**src/pnpc_pkg.sv**
```systemverilog
// ----------------------------------------------------------------------------
// pnpc_pkg
// Shared constants, codes and types of the gradient noise pixel colour block.
// ----------------------------------------------------------------------------
package pnpc_pkg;

	// grid and number formats
	localparam int GRID_DIM       = 64;
	localparam int GRID_BITS      = $clog2(GRID_DIM);
	localparam int COORD_BITS     = 12;
	localparam int GRAD_FRAC_BITS = 14;
	localparam int GRAD_BITS      = 16;
	localparam int SIZE_BITS      = 10;
	localparam int MODE_BITS      = 2;
	localparam int CFG_INDEX_BITS = 2;
	localparam int T_BITS         = 16;
	localparam int FADE_BITS      = T_BITS + 1;
	localparam int NOISE_BITS     = 20;
	localparam int COLOUR_BITS    = 8;

	// gradient table split into four banks by column and row parity
	localparam int NUM_BANKS      = 4;
	localparam int BANK_DEPTH     = GRID_DIM * GRID_DIM / NUM_BANKS;
	localparam int BANK_ADDR_BITS = $clog2(BANK_DEPTH);
	localparam int ENTRY_BITS     = 2 * GRAD_BITS;

	// register reset values
	localparam int CELL_RESET = 16;
	localparam int MODE_RESET = 0;

	// quintic fade 6t^2 - 15t + 10
	localparam int FADE_A = 6;
	localparam int FADE_B = 15;
	localparam int FADE_C = 10;

	// colour map
	localparam int VALUE_OFFSET  = 40;
	localparam int RAMP_SCALE    = 3;
	localparam int STRIPE_PERIOD = 6;
	localparam int RECIP_SHIFT   = 16;
	localparam int RECIP6        = ((1 << RECIP_SHIFT) + STRIPE_PERIOD - 1) / STRIPE_PERIOD;
	localparam int STRIPE_A      = 0;
	localparam int STRIPE_B      = 2;
	localparam int STRIPE_C      = 4;
	localparam int COL_100       = 100;
	localparam int COL_150       = 150;
	localparam int COL_200       = 200;
	localparam int COL_20        = 20;
	localparam int COL_250       = 250;

	typedef enum logic {
		OP_WRITE = 1'b0,
		OP_PIXEL = 1'b1
	} op_t;

	typedef enum logic [CFG_INDEX_BITS-1:0] {
		CFG_CELL_WIDTH  = 2'd0,
		CFG_CELL_HEIGHT = 2'd1,
		CFG_COLOUR_MODE = 2'd2
	} cfg_index_t;

	typedef enum logic [MODE_BITS-1:0] {
		MODE_RAMP    = 2'd0,
		MODE_STRIPES = 2'd1,
		MODE_BLACK   = 2'd2
	} mode_t;

	// one coordinate on its way through the divider stages
	typedef struct packed {
		logic [COORD_BITS-1:0] num;
		logic [COORD_BITS-1:0] quo;
		logic [SIZE_BITS-1:0]  rem;
		logic [SIZE_BITS-1:0]  off;
		logic [T_BITS-1:0]     frac;
	} lane_t;

	// item kind and gradient write word riding along the divider stages
	typedef struct packed {
		op_t                         op;
		logic [GRID_BITS-1:0]        col;
		logic [GRID_BITS-1:0]        row;
		logic signed [GRAD_BITS-1:0] gx;
		logic signed [GRAD_BITS-1:0] gy;
	} ctl_t;

endpackage

```
**src/pnpc_fade.sv**
```systemverilog
// ----------------------------------------------------------------------------
// pnpc_fade
// Four stage quintic fade weight t^3 (6t^2 - 15t + 10) in Q1.16.
// ----------------------------------------------------------------------------
module pnpc_fade import pnpc_pkg::*; (
	input  logic                 clk,
	input  logic [T_BITS-1:0]    t,
	output logic [FADE_BITS-1:0] fade
);

	localparam int QSUM_BITS = 2 * T_BITS + 6;
	localparam int Q_BITS    = T_BITS + 4;

	logic [T_BITS-1:0]    t_s1, t_s2;
	logic [2*T_BITS-1:0]  tt_s1;
	logic [Q_BITS-1:0]    q_s2, q_s3;
	logic [T_BITS-1:0]    c1_s2, c_s3;
	logic [QSUM_BITS-1:0] qsum;
	logic [2*T_BITS-1:0]  cprod;
	logic [T_BITS+Q_BITS-1:0] fprod;

	always_comb begin
		qsum = (QSUM_BITS'(FADE_C) << (2 * T_BITS))
			+ QSUM_BITS'(tt_s1) * QSUM_BITS'(FADE_A)
			- ((QSUM_BITS'(t_s1) * QSUM_BITS'(FADE_B)) << T_BITS);
		cprod = c1_s2 * t_s2;
		fprod = c_s3 * q_s3;
	end

	always_ff @(posedge clk) begin
		t_s1  <= t;
		tt_s1 <= t * t;
		t_s2  <= t_s1;
		q_s2  <= qsum[T_BITS +: Q_BITS];
		c1_s2 <= tt_s1[T_BITS +: T_BITS];
		q_s3  <= q_s2;
		c_s3  <= cprod[T_BITS +: T_BITS];
		fade  <= fprod[T_BITS +: FADE_BITS];
	end

endmodule

```
**config.mk**
```make
export PLATFORM = sky130hd
export DESIGN_NAME = pnpc_fade
export DESIGN_NICKNAME = d
export VERILOG_FILES = /design/src/pnpc_pkg.sv /design/src/pnpc_fade.sv
export SDC_FILE = /design/constraint.sdc
export NUM_CORES = 2
export LEC_CHECK = 0
export ABC_AREA = 1
export BUFFER_PORTS_ARGS = -buffer_cell sky130_fd_sc_hd__buf_2
export CORE_MARGIN = 4
export CORE_UTILIZATION = 45
export CTS_BUF_LIST = sky130_fd_sc_hd__clkbuf_4 sky130_fd_sc_hd__clkbuf_8
export CTS_CLUSTER_SIZE = 10
export DETAILED_ROUTE_END_ITERATION = 12
export SYNTH_ARGS = -nofsm -noshare
export SYNTH_HDL_FRONTEND = slang
export SYNTH_SLANG_ARGS = --single-unit
```
**constraint.sdc**
```tcl
create_clock -name clk -period 8.1 [get_ports clk]
set_clock_uncertainty 0.05 [all_clocks]
set_input_delay 1.62 -clock clk [delete_from_list [all_inputs] [get_ports clk]]
set_output_delay 1.62 -clock clk [all_outputs]
set_load 0.01 [all_outputs]
```
==> impl_metrics.json <==
{
  "outcome": "finished, final reports clean",
  "max_freq_mhz": 159,
  "r2r_end": "fade[12]",
  "grt_pass1_vias": 30900,
  "globalRoute.totalOverflow": 0,
  "num_rows": 103,
  "synth_area_leaders": "fa_1 (35%), nand2_1 (14%), ha_1 (14%), inv_1 (13%), dfxtp_1 (8.4%)",
  "drv_slew": 0,
  "cts-buffers-inserted": 17,
  "hold_end": "q_s3[2]",
  "num_vias": 28700,
  "pre_cts_ws_ns": 1.24,
  "synth_top_area_share_pct": 35.2,
  "cts_resized": 0,
  "hp-start": "q_s2[2]",
  "drt_pass1_iterations": 5,
  "clk-insertion-delay-late_ns": 0.55,
  "endpoint_kind": "flop",
  "core_um2": 79100,
  "cts_tree": "yes",
  "syn_nets": 5926,
  "setup_viol": 0,
  "layout_setup_ws_ns": 1.80,
  "critical_path_class": "in -> reg",
  "cts_buffer_depth": 2,
  "syn_area_per_cell_um2": 7.38,
  "via_per_inst": 4.91,
  "syn_to_final_growth_pct": 3.63,
  "die_y_um": 291,
  "io_pins": 34,
  "critPathLaunchType": "input pin",
  "rsz0062_at_grt": "no",
  "final.setup.tns_ns": 0,
  "synth_most_common_cell": "nand2_1",
  "ys_ff_latch": 151,
  "clk_pin_slew_worst_paths_ns": 0.10,
  "hold_viol_final": 0,
  "grt_usage_pct": 22.3,
  "die_area_um2": 84600,
  "postCtsSetupBuffers": 0,
  "synth_flop_cell": "dfxtp_1",
  "path_max_fanout": 17,
  "synth_edf_count": 0,
  "crit_chain": "buf_2, nand2_1, inv_1, fa_1, inv_1, fa_1, inv_1, fa_1, inv_1, fa_1, inv_1, fa_1, fa_1, ha_1, nand2_1, nor2_1, inv_1, nor2_1, nand3_1, nand3_1, nand2_1, inv_1, nor2_1",
  "synth_cell_types": 47,
  "drtIter0Drc": 1517,
  "holdWs_ns": 0.266,
  "hold_path.class": "reg -> reg",
  "cts.htree.levels": 4,
  "synth.yosys.seq_area_share_pct": 8.39,
  "critPathTopFamily": "adder cells",
  "ys_top_cells_by_count": "nand2_1 (1315), inv_1 (1292), fa_1 (634), ha_1 (393), nor2_1 (250)",
  "drc_errors": 0,
  "cp.buffers_inverters": 8,
  "root_buffer": "clkbuf_8",
  "num-nets-final": 5826,
  "r2r_slack_ns": 2.04,
  "netlist_area_um2": 36000,
  "synth_largest_area_cell": "fa_1",
  "synthCells": 4882,
  "crit_required_ns": 8.50,
  "detail-route-antenna-nets": 0,
  "io_buffers": 33,
  "cpPeakStageDelay_ns": 0.54,
  "slowest_stage": "fa_1",
  "worst_pin_slew_ns": 1.04,
  "timing.critical_path.mode_cell": "inv_1",
  "reg2reg_from": "c_s3[7]",
  "dieWidth_um": 291,
  "slew_headroom_pct": 30.8,
  "fin_crit_sh_pct": 77.8,
  "reg2reg_depth": 18,
  "cap_violations": 0,
  "gp_congestion": 0.927,
  "hold_buffers": 0,
  "grt_start_max_net_pins": 22,
  "dp_hpwl_mm": 75.7,
  "period_minus_slack_ns": 6.30,
  "grt_pass1_wl_mm": 155,
  "ys_warn_count": 0,
  "antenna_found_initial": 1,
  "drt-total-wl_mm": 89.2,
  "synthArstFlopShare_pct": 0,
  "hold_depth": 0,
  "arrival_ns": 6.70,
  "initial_utilization_pct": 45.5,
  "cts.sinks": 151,
  "wl_per_cell_um": 15.3,
  "layout-drive-gt1-share_pct": 2.06
}
## worst max path at each step
stage	from	cells after the start	end	slack (ns)
after detailed placement	t[9]	23	tt_s1[26]	1.24
after CTS	t[9]	23	tt_s1[26]	1.87
final	t[9]	23	tt_s1[26]	1.80
after floorplan	t[13]	19	tt_s1[24]	1.49
after global placement	t[9]	23	tt_s1[26]	1.28
after global routing	t[7]	23	tt_s1[26]	1.43
## layer usage
| layer | part of all wire [%] | global-route usage, % |
|---|---|---|
| met1 | 46 | 30.2 |
| met2 | 48 | 38.4 |
| met3 | 4.3 | 2.59 |
| met4 | 1.9 | 5.28 |
| met5 | 0 | 0 |
## sequential cells by signal (all words and copies together), names as in the netlist
name,flops
c1_s2,16
c_s3,16
fade,17
q_s2,20
q_s3,20
t_s1,15
t_s2,16
tt_s1,31
## cells by family after synthesis
kind of cell | after synthesis | share of synthesized area [%]
flops | 151 | 8.39
compound gates | 344 | 5.24
fa+ha+maj | 1027 | 48.9
simple gates | 1821 | 20.2
mux | 1 | 0.0313
xor+xnor | 83 | 2.04
other cells | 1 | 0.0104
buf+inv | 1454 | 15.2
## metrics by stage
step           utilization [%]  instances  instance area [um^2]
3_5_place_dp              46.7       5813                 36900
6_report                  47.2       5847                 37300
5_1_grt                   47.2       5846                 37300
3_3_place_gp              46.7       5813                 36900
2_1_floorplan                -       4882                 36000
4_1_cts                   47.2       5845                 37300
## area by class of cell
| type | count | area (um^2) |
|---|---|---|
| tap | 1050 | 1310 |
| clock inverter | 10 | 95.1 |
| timing repair buffer | 39 | 210 |
| multi-input combinational | 3277 | 27500 |
| inverter | 1296 | 4860 |
| fill | 8140 | 41800 |
| antenna | 2 | 5.00 |
| sequential | 151 | 3020 |
| clock buffer | 22 | 290 |
## cells in the final DEF, fill, tap and decap left out, types with 6 or more instances in the layout
cell type / n
clkbuf_8: 20
buf_2: 33
a21oi_1: 176
nor3_1: 33
o21a_1: 8
fa_1: 634
o21ai_0: 92
o21ai_1: 11
o21bai_1: 19
a21boi_0: 6
ha_1: 393
nor2_1: 250
nand4_1: 31
a21o_1: 20
buf_4: 6
xnor2_1: 26
nand3_1: 146
dfxtp_1: 151
nand2_2: 9
inv_1: 1292
nand2_1: 1315
xor2_1: 56
nor4_1: 7
nand3b_1: 7
## worst register-to-register path, delay by kind of cell (launching register included)
family / cells / cell delay [ns]
and+or+nand+nor: 6 / 0.95
DFF: 1 / 0.95
AOI/OAI and AO/OA: 1 / 0.27
adders and majority gates: 7 / 3.47
buffers and inverters: 4 / 0.24
Power is not shown: default switching activity piles up to over one toggle a cycle in this logic, so the estimate is an artifact.
